==> src/design/u2d_pkg.sv <==
// ----------------------------------------------------------------------------
// u2d_pkg
// shared types and constants of the utf-8 to dta transcoder
// ----------------------------------------------------------------------------
package u2d_pkg;

  localparam logic [6:0] SPACE_CHAR = 7'h20;

  // output queue depth, at least two so one byte can always push its results
  localparam int QUEUE_DEPTH = 4;
  localparam int PTR_W       = $clog2(QUEUE_DEPTH);
  localparam int CNT_W       = $clog2(QUEUE_DEPTH + 1);

  // one dta character word
  typedef struct packed {
    logic [6:0] char_code;
    logic       last;
  } u2d_word_t;

  // results released by one decoded byte, first word in w0
  typedef struct packed {
    logic [1:0] count;
    u2d_word_t  w0;
    u2d_word_t  w1;
  } u2d_result_t;

  // queue status towards the input side
  typedef struct packed {
    logic room;
    logic empty;
  } u2d_queue_status_t;

endpackage

==> src/design/u2d_decoder.sv <==
// ----------------------------------------------------------------------------
// u2d_decoder
// byte classifier and sequence state, releases up to two characters per byte
// ----------------------------------------------------------------------------
module u2d_decoder (
  input  logic               clk,
  input  logic               rst,
  input  logic               fire,
  input  logic [7:0]         in_byte,
  input  logic               in_last,
  output u2d_pkg::u2d_result_t result
);
  import u2d_pkg::*;

  typedef enum logic [1:0] {
    MODE_IDLE = 2'd0,
    MODE_LEAD = 2'd1,
    MODE_PAIR = 2'd2,
    MODE_SKIP = 2'd3
  } mode_t;

  mode_t      mode, mode_next;
  logic [6:0] pending, pending_next;

  function automatic logic [6:0] map_ascii(input logic [6:0] b);
    logic [6:0] u;
    logic [6:0] r;
    u = b;
    if (b >= 7'h61 && b <= 7'h7a) u = b - 7'h20;
    r = SPACE_CHAR;
    if ((u >= 7'h30 && u <= 7'h39) || (u >= 7'h41 && u <= 7'h5a)) r = u;
    case (u)
      7'h20, 7'h2e, 7'h2c, 7'h26, 7'h2d, 7'h2b, 7'h2a, 7'h25, 7'h2f, 7'h24: r = u;
      default: ;
    endcase
    return r;
  endfunction

  function automatic logic [6:0] map_second(input logic [7:0] b);
    logic [6:0] r;
    case (b)
      8'h84, 8'ha4: r = 7'h5b;
      8'h96, 8'hb6: r = 7'h5c;
      8'h9c, 8'hbc: r = 7'h5d;
      8'h9f:        r = 7'h7e;
      default:      r = SPACE_CHAR;
    endcase
    return r;
  endfunction

  logic is_cont, is_lead;
  assign is_cont = (in_byte[7:6] == 2'b10);
  assign is_lead = (in_byte[7:6] == 2'b11);

  always_comb begin
    logic       fresh;
    logic [1:0] n;
    u2d_word_t  w0, w1, ws;
    logic       ws_valid;
    fresh        = 1'b0;
    n            = 2'd0;
    w0           = '{char_code: SPACE_CHAR, last: 1'b0};
    w1           = '{char_code: SPACE_CHAR, last: 1'b0};
    ws           = '{char_code: SPACE_CHAR, last: 1'b0};
    ws_valid     = 1'b0;
    mode_next    = mode;
    pending_next = pending;

    case (mode)
      MODE_LEAD: begin
        if (!is_cont) begin
          n = 2'd1;
          w0 = '{char_code: SPACE_CHAR, last: in_last};
          mode_next = MODE_IDLE;
        end else if (in_last) begin
          n = 2'd1;
          w0 = '{char_code: map_second(in_byte), last: 1'b1};
          mode_next = MODE_IDLE;
        end else begin
          pending_next = map_second(in_byte);
          mode_next = MODE_PAIR;
        end
      end
      MODE_PAIR, MODE_SKIP: begin
        if (is_cont) begin
          pending_next = SPACE_CHAR;
          if (in_last) begin
            n = 2'd1;
            w0 = '{char_code: SPACE_CHAR, last: 1'b1};
            mode_next = MODE_IDLE;
          end else begin
            mode_next = MODE_SKIP;
          end
        end else begin
          n = 2'd1;
          w0 = '{char_code: pending, last: 1'b0};
          fresh = 1'b1;
        end
      end
      default: fresh = 1'b1;
    endcase

    // a byte that starts a new character
    if (fresh) begin
      mode_next = MODE_IDLE;
      if (is_lead) begin
        if (in_last) begin
          ws_valid = 1'b1;
          ws = '{char_code: SPACE_CHAR, last: 1'b1};
        end else begin
          mode_next = MODE_LEAD;
        end
      end else if (is_cont) begin
        if (in_last) begin
          ws_valid = 1'b1;
          ws = '{char_code: SPACE_CHAR, last: 1'b1};
        end else begin
          pending_next = SPACE_CHAR;
          mode_next = MODE_SKIP;
        end
      end else begin
        ws_valid = 1'b1;
        ws = '{char_code: map_ascii(in_byte[6:0]), last: in_last};
      end
      if (ws_valid) begin
        if (n == 2'd0) begin
          w0 = ws;
          n = 2'd1;
        end else begin
          w1 = ws;
          n = 2'd2;
        end
      end
    end

    if (in_last) mode_next = MODE_IDLE;

    result.count = n;
    result.w0    = w0;
    result.w1    = w1;
  end

  always_ff @(posedge clk) begin
    if (rst) begin
      mode    <= MODE_IDLE;
      pending <= '0;
    end else if (fire) begin
      mode    <= mode_next;
      pending <= pending_next;
    end
  end

  // a string always leaves the decoder idle
  a_last_idle: assert property (@(posedge clk) disable iff (rst)
    (fire && in_last) |=> (mode == MODE_IDLE))
    else $error("decoder not idle after final byte");

  // two words only when a held character is flushed by a fresh byte
  a_two_from_held: assert property (@(posedge clk) disable iff (rst)
    (result.count == 2'd2) |-> (mode == MODE_PAIR || mode == MODE_SKIP))
    else $error("two words without a held character");

endmodule

==> src/design/u2d_out_queue.sv <==
// ----------------------------------------------------------------------------
// u2d_out_queue
// small word queue, up to two pushes and one pop per cycle
// ----------------------------------------------------------------------------
module u2d_out_queue (
  input  logic                     clk,
  input  logic                     rst,
  input  logic                     push,
  input  u2d_pkg::u2d_result_t     push_data,
  output u2d_pkg::u2d_queue_status_t status,
  input  logic                     pop,
  output u2d_pkg::u2d_word_t       head
);
  import u2d_pkg::*;

  u2d_word_t        mem [QUEUE_DEPTH];
  logic [PTR_W-1:0] wr_ptr, rd_ptr;
  logic [CNT_W-1:0] count, count_next;
  logic [1:0]       push_n;

  assign push_n       = push ? push_data.count : 2'd0;
  assign status.room  = (count <= CNT_W'(QUEUE_DEPTH - 2));
  assign status.empty = (count == '0);
  assign head         = mem[rd_ptr];

  always_comb begin
    count_next = count + CNT_W'(push_n) - CNT_W'(pop);
  end

  always_ff @(posedge clk) begin
    if (push_n != 2'd0) mem[wr_ptr] <= push_data.w0;
    if (push_n == 2'd2) mem[wr_ptr + PTR_W'(1)] <= push_data.w1;
  end

  always_ff @(posedge clk) begin
    if (rst) begin
      wr_ptr <= '0;
      rd_ptr <= '0;
      count  <= '0;
    end else begin
      wr_ptr <= wr_ptr + PTR_W'(push_n);
      if (pop) rd_ptr <= rd_ptr + PTR_W'(1);
      count <= count_next;
    end
  end

  a_no_overflow: assert property (@(posedge clk) disable iff (rst)
    push |-> status.room)
    else $error("queue push without room");

  a_no_underflow: assert property (@(posedge clk) disable iff (rst)
    pop |-> !status.empty)
    else $error("queue pop while empty");

endmodule

==> src/design/utf8_to_dta_transcoder_unit.sv <==
// ----------------------------------------------------------------------------
// utf8_to_dta_transcoder_unit
// utf-8 byte stream to dta banking character set
// ----------------------------------------------------------------------------
// takes one utf-8 byte per word on the slave side, s_tlast on the final byte
// of a string, and gives dta characters on the master side, m_tlast on the
// final character. one byte is taken per cycle while the queue has room:
// it lands in an input register, is decoded from there and its zero, one
// or two characters are written into a four-word output queue, whose head
// drives the master side. a byte is decoded only while the queue has room
// for two words, so the sustained rate is one byte per cycle while the
// output drains one word per cycle; a byte that flushes a held character
// as well as its own gives two words, which leave the queue in turn. a
// character whose fate depends on the next byte (the second byte of a pair,
// a run of continuation bytes) is held until that byte arrives
// ----------------------------------------------------------------------------
module utf8_to_dta_transcoder_unit (
  input  logic       clk,
  input  logic       rst,
  // slave side
  input  logic       s_tvalid,
  output logic       s_tready,
  input  logic [7:0] s_tdata,   // [7:0] in_byte
  input  logic       s_tlast,   // in_last
  // master side
  output logic       m_tvalid,
  input  logic       m_tready,
  output logic [7:0] m_tdata,   // [6:0] out_char, [7] zero
  output logic       m_tlast    // out_last
);
  import u2d_pkg::*;

  // input register
  logic       in_valid;
  logic [7:0] in_byte;
  logic       in_last;

  u2d_result_t       result;
  u2d_queue_status_t qstat;
  u2d_word_t         head;
  logic              fire;
  logic              pop;

  // decode the held byte only when the queue can take both possible words
  assign fire     = in_valid && qstat.room;
  assign s_tready = !in_valid || fire;

  always_ff @(posedge clk) begin
    if (rst) begin
      in_valid <= 1'b0;
    end else if (s_tready) begin
      in_valid <= s_tvalid;
    end
  end

  // payload needs no reset
  always_ff @(posedge clk) begin
    if (s_tready && s_tvalid) begin
      in_byte <= s_tdata;
      in_last <= s_tlast;
    end
  end

  u2d_decoder u_decoder (
    .clk     (clk),
    .rst     (rst),
    .fire    (fire),
    .in_byte (in_byte),
    .in_last (in_last),
    .result  (result)
  );

  assign m_tvalid = !qstat.empty;
  assign pop      = m_tvalid && m_tready;

  u2d_out_queue u_queue (
    .clk       (clk),
    .rst       (rst),
    .push      (fire),
    .push_data (result),
    .status    (qstat),
    .pop       (pop),
    .head      (head)
  );

  assign m_tdata = {1'b0, head.char_code};
  assign m_tlast = head.last;

  // held byte stays until it is decoded
  a_hold_input: assert property (@(posedge clk) disable iff (rst)
    (in_valid && !fire) |=> (in_valid && $stable(in_byte) && $stable(in_last)))
    else $error("input word lost before decode");

  // no byte decoded without one held
  a_fire_valid: assert property (@(posedge clk) disable iff (rst)
    fire |-> in_valid)
    else $error("decode without input word");

endmodule

==> config.mk <==
export PLATFORM = sky130hd
export DESIGN_NAME = utf8_to_dta_transcoder_unit
export DESIGN_NICKNAME = d
export VERILOG_FILES = /design/src/design/u2d_pkg.sv /design/src/design/u2d_decoder.sv /design/src/design/u2d_out_queue.sv /design/src/design/utf8_to_dta_transcoder_unit.sv
export SDC_FILE = /design/constraint.sdc
export NUM_CORES = 1
export LEC_CHECK = 0
export ABC_AREA = 1
export BUFFER_PORTS_ARGS = -buffer_cell sky130_fd_sc_hd__buf_2
export CAP_MARGIN = 20
export CORE_MARGIN = 5
export CORE_UTILIZATION = 35
export CTS_CLUSTER_SIZE = 24
export DETAILED_ROUTE_END_ITERATION = 16
export GPL_TIMING_DRIVEN = 0
export PLACE_DENSITY = 0.59
export SETUP_SLACK_MARGIN = 0.4
export SYNTH_ARGS = -nofsm -noshare
export SYNTH_HDL_FRONTEND = slang
export SYNTH_SLANG_ARGS = --single-unit
==> constraint.sdc <==
create_clock -name clk -period 7.7 [get_ports clk]
set_input_delay 0.385 -clock clk [delete_from_list [all_inputs] [get_ports clk]]
set_output_delay 0.385 -clock clk [all_outputs]
set_load 0.01 [all_outputs]
# After elaboration in Yosys (flattened, before gate mapping)
# Memories as Yosys holds them, arrays and structs flattened. A register that Yosys moved wholly into a read port is not among the register bits.
# Index checks and enable logic that the tools add are counted.
dict set report totals {
  mem_bits_rw 32
  memories 1
  regBits 26
  input_bits 13
}
dict set report op_classes {
  reduce_logical 21
  muxes 54
  add_sub_neg 6
  order_cmp 7
  eq_ne 24
}
# memory depth width read_ports rd_clocked_by_memory_dff write_ports line
set mem_list {}
lappend mem_list {u_queue.mem 4 8 1 1 2 u2d_out_queue.sv:16} ;# u2d_word_t mem [QUEUE_DEPTH];
# cell n
set ops {}
lappend ops {{two-way mux 7 bit} 13}
lappend ops {{two-way mux 8 bit} 11}
lappend ops {{== test 7 x 6 -> 1 bit, second input constant} 10}
lappend ops {{== test 8 bit, second input constant} 7}
lappend ops {{one-hot mux 7 bit (4 select lines)} 1}
lappend ops {{two-way mux 2 bit} 13}
lappend ops {{one-hot mux 8 bit (2 select lines)} 1}
lappend ops {{greater-or-equal comparator 7 bit, second input constant} 2}
lappend ops {{less-or-equal comparator 7 bit, second input constant} 2}
lappend ops {{one-hot mux 7 bit (2 select lines)} 1}
lappend ops {{two-way mux 1 bit} 12}
lappend ops {{== test 2 bit, second input constant} 5}
lappend ops {{OR reduction 10 bit} 1}
lappend ops {{OR reduction 2 bit} 4}
lappend ops {{greater-or-equal comparator 7 x 6 -> 1 bit, second input constant} 1}
lappend ops {{less-or-equal comparator 7 x 6 -> 1 bit, second input constant} 1}
lappend ops {{subtractor 7 x 6 -> 7 bit, second input constant} 1}
lappend ops {{logical AND 1 bit} 6}
lappend ops {{adder 2 x 1 -> 2 bit, second input constant} 2}
lappend ops {{inequality test 4 x 2 -> 1 bit, second input constant} 1}
lappend ops {{one-hot mux 2 bit (2 select lines)} 1}
lappend ops {{nonzero test 4 bit} 1}
lappend ops {{adder 3 x 2 -> 3 bit} 1}
lappend ops {{less-or-equal comparator 3 x 2 -> 1 bit, second input constant} 1}
lappend ops {{other kinds (11)} 13}

# Depth between registers and ports, before layout
dict set report logic_depth {
  word_depth 16
  depth_mapped 17
}

# Hierarchy
# A second synthesis with hierarchy kept.
dict set report unflattened {
  hier_cells 493
  hier_area_um2 3677.3
}
# module area_per_inst_um2 cells_each instances seq_area_each_um2
set by_module_without_submodules {}
lappend by_module_without_submodules {u2d_out_queue 2188.3 262 1 1141.1}
lappend by_module_without_submodules {u2d_decoder 1141.1 209 1 180.2}
lappend by_module_without_submodules {utf8_to_dta_transcoder_unit 347.8 22 1 290.3}

# Worst setup path after synthesis
# No wires, ideal clock.
dict set report synth_timing {
  kind {register -> register}
  start {register in_byte[6]}
  end {memory u_queue.mem[0][0] in the netlist's numbering (enable)}
  path_buffers 0
  setup_slack_ns 4.988
  setup_ns 0.387
  path_stages_with_launch 14
  arrival_ns 2.325
  synth_period_minus_slack_ns 2.712
  cell_sequence {edfxtp_1 > inv_1 > nand2_4 > nor2_4 > inv_2 > nand2_1 > inv_1 > ha_1 > inv_1 > nand2_1 > nand3_4 > inv_1 > nor2_1 > o31ai_1}
}
# element line
set synth_lines {}
lappend synth_lines {{start: declaration} utf8_to_dta_transcoder_unit.sv:35} ;# logic [7:0] in_byte;
lappend synth_lines {{start signal: assignment} utf8_to_dta_transcoder_unit.sv:59} ;# in_byte <= s_tdata;
lappend synth_lines {{end: declaration} u2d_out_queue.sv:16}

==> key figures <==
Logic synthesis
  • Synth Flop Type: edfxtp_1
  • Unique masters post-synth: 43
  • Synth Cell Area: 0.00343 mm²
  • Post-synth EDFFs: 41
  • Net Count, Synth: 437
  • Mapped Cells: 417
  • Synth warnings: 0
  • Top-count cell post-synth: nand2_1
  • Synth area leader: edfxtp_1
  • Avg Inst Size Synth: 8.24 µm²
  • List of most frequent post-synthesis cells: nand2_1 (104), nor2_1 (47), inv_1 (43)
  • Register area share after synthesis: 0.469
  • Synth top area cells: edfxtp_1 (36%), nand2_1 (11%), dfxtp_1 (11%), nor2_1 (5.1%), inv_1 (4.7%)
  • Ys async rst share: 0
  • Number of synthesized register bits: 60
  • Post-synth top area share: 0.358

Clock network
  • Clock Latency Late Sink: 340 ps
  • Cts bufs inserted: 9
  • Clock Sinks: 60
  • CTS H-tree depth: 3
  • TritonCTS clock tree: built
  • Post-cts hold buffer count: 0
  • Post_cts resized: 0
  • Clock Tree Root: clkbuf_8
  • Post-CTS Setup Inserts: 0
  • Clock buffer depth: 2
  • Worst-path clk slew: 70 ps

Die
  • Site Rows: 36
  • Core area: 0.00968 mm²
  • Starting Density: 0.355
  • Die ar.: 0.0119 mm²
  • Die height: 109 µm
  • Chip width: 109 µm
  • IO Pins: 24

Timing
  • Slew @ Worst Pin: 674 ps
  • Peak Freq: 0.320 GHz
  • Minimum clock period: 3130 ps
  • Final Hold Viols: 0
  • Setup Skew: 9.89 ps
  • Setup tns final: 0 ps
  • Final setup margin: 4570 ps
  • RSZ-0062 raised after global routing: false
  • Period Utilization, post-route: 0.406
  • Setup violations, final: 0
  • Relative slew slack: 0.549
  • Final slew viol count: 0

Critical path
  • Max incr delay on CP: 420 ps
  • Crit path cell chain: inv_1, nand2_4, nor2_4, inv_2, nand2_1, inv_1, ha_1, inv_1, nand2_1, nand3_4, nand2_4, nor3_4, inv_2, o21ai_0, buf_2
  • Worst Path Buf+Inv: 6
  • CP Launch Type: flop
  • Most numerous cell on the critical path: inv_1
  • Required time of the worst setup path: 7750 ps
  • Crit-path slowest cell: edfxtp_1
  • Crit end category: flop
  • Worst-path maximum fanout: 10
  • CP Class: flop to flop
  • Crit path DAT: 3170 ps
  • Critical path's top delay family: simple AND/OR/NAND/NOR gates

Layout
  • Design area: 0.00395 mm²
  • Final cell count without fillers: 591
  • Layout cells sized above 1: 0.155
  • Layout Nets: 473
  • Area growth syn-to-layout: 14.9%
  • Antenna diodes: 0

Power and ir drop
  • PwrDens: 255 mW/mm²
  • Worst vdd ir: 0.121 mV
  • Clock Power Share: 0.311
  • Sw Ratio: 0.338
  • Total power: 1010 µW
  • Sequential share of power: 0.406
  • P_sw: 340 µW
  • P_int: 667 µW
  • Comb pwr share: 0.283
  • Leak Pwr: 0.00166 µW

Run
  • MaxCap Viol Count: 0

Outcome
  • Status: finished clean

Global route
  • Initial antenna violation count: 0
  • GR Util All Layers: 0.143
  • Largest net degree at the start of global routing: 12
  • Vias in the first global route: 2773
  • First-pass GRT wire length: 13300 µm
  • Grt total ovfl: 0

Route
  • Via density: 4.82
  • Antenna Nets Post-Route: 0
  • Initial DRT Pass Iterations: 5
  • Drt drc: 0
  • Via total after detailed routing: 2850
  • Starting DRT DRC Count: 148
  • Final wirelength: 7770 µm
  • Post-DR wirelength/cell: 13.2 µm

Place
  • # port buffers: 21
  • Post-place instance area: 0.00373 mm²
  • DP Wirelength: 6090 µm
  • Cells after DPL: 575
  • Worst slack, placed: 4550 ps
  • Gpl congestion: 0.903

Min path
  • Hold WC Path Type: primary input to flop
==> power groups by stage <==
| stage | sequential (µW) | combinational (µW) | clock [µW] |
|---|---|---|---|
| after floorplan | 409 | 207 | 0 |
| after global placement | 416 | 275 | 0 |
| after detailed placement | 416 | 286 | 0 |
| after CTS | 409 | 288 | 320 |
| after global routing | 414 | 327 | 334 |
| final | 409 | 285 | 313 |
==> per-stage QoR <==
stage / utilization / hold WS (ps)
2_1_floorplan: - / 445
3_3_place_gp: 0.383 / 454
3_5_place_dp: 0.385 / 459
4_1_cts: 0.408 / 194
5_1_grt: 0.408 / 193
6_report: 0.408 / 213
==> routing by layer <==
| metal | vias to the layer above | global-route usage | part of all wire |
|---|---|---|---|
| met1 | 1279 | 0.190 | 0.49 |
| met4 | 0 | 0.0577 | 0.011 |
| met5 | - | 0 | 0 |
| li1 | 1497 | - | - |
| met2 | 67 | 0.224 | 0.46 |
| met3 | 7 | 0.0337 | 0.042 |
==> cells in the final DEF (no fill, tap or decap), types with 3 or more instances in the layout <==
master      n
nand2_2     3
o22ai_1     9
o21a_1      5
nand2_1   104
nor3b_1     3
buf_4       3
dfxtp_1    19
inv_1      43
xor2_1      3
ha_1        6
nor2_1     47
a21oi_1    12
clkbuf_8    9
nor3_4      3
inv_2       8
nor2_4      3
clkbuf_1    7
o31ai_1     3
nand4_1    18
nand3_2     4
o21ai_0    24
nand3_1    21
buf_2      24
edfxtp_1   41
a22oi_1     4
==> layout make-up <==
| class | count | area (µm²) |
|---|---|---|
| Timing Repair Buffer | 25 | 130 |
| Clock inverter | 6 | 88.8 |
| Tap cell | 133 | 166 |
| Multi-Input combinational cell | 296 | 1580 |
| Clock buffer | 10 | 128 |
| Fill cell | 983 | 5740 |
| Inverter | 51 | 191 |
| Buffer | 10 | 50.0 |
| Sequential cell | 60 | 1610 |
==> path summary, 6_finish.rpt <==
check,from,endpoint,slack (ps),depth (start not counted)
setup / recovery,in_byte[6],u_queue.mem[3][2],4570,15
hold / removal,s_tdata[5],in_byte[5],210,1
setup reg to reg,in_byte[6],u_queue.mem[3][2],4570,15
hold reg to reg,u_decoder.pending[2],u_decoder.pending[2],470,2
==> cell families (layout without fill, tap and decap cells) <==
logic type | Yosys count | after routing | share of synthesized area
other | 1 | 1 | 0.00109
DFF | 60 | 60 | 0.469
and+or+nand+nor | 215 | 215 | 0.299
buffers and inverters | 61 | 102 | 0.0703
adders and majority gates | 7 | 7 | 0.0277
xor gates and xnor gates | 4 | 4 | 0.0102
AOI/OAI and AO/OA | 69 | 69 | 0.123
==> sequential cells by signal (all words and copies together) (netlist names), named ones only <==
signal and flops:
u_decoder.pending 7, in_last 1, in_byte 8, u_queue.count 3, u_queue.wr_ptr 2, u_queue.mem 32
u_queue.rd_ptr 2, in_valid 1, u_decoder.mode 2
No activity file was read; power rests on OpenSTA's default activity.
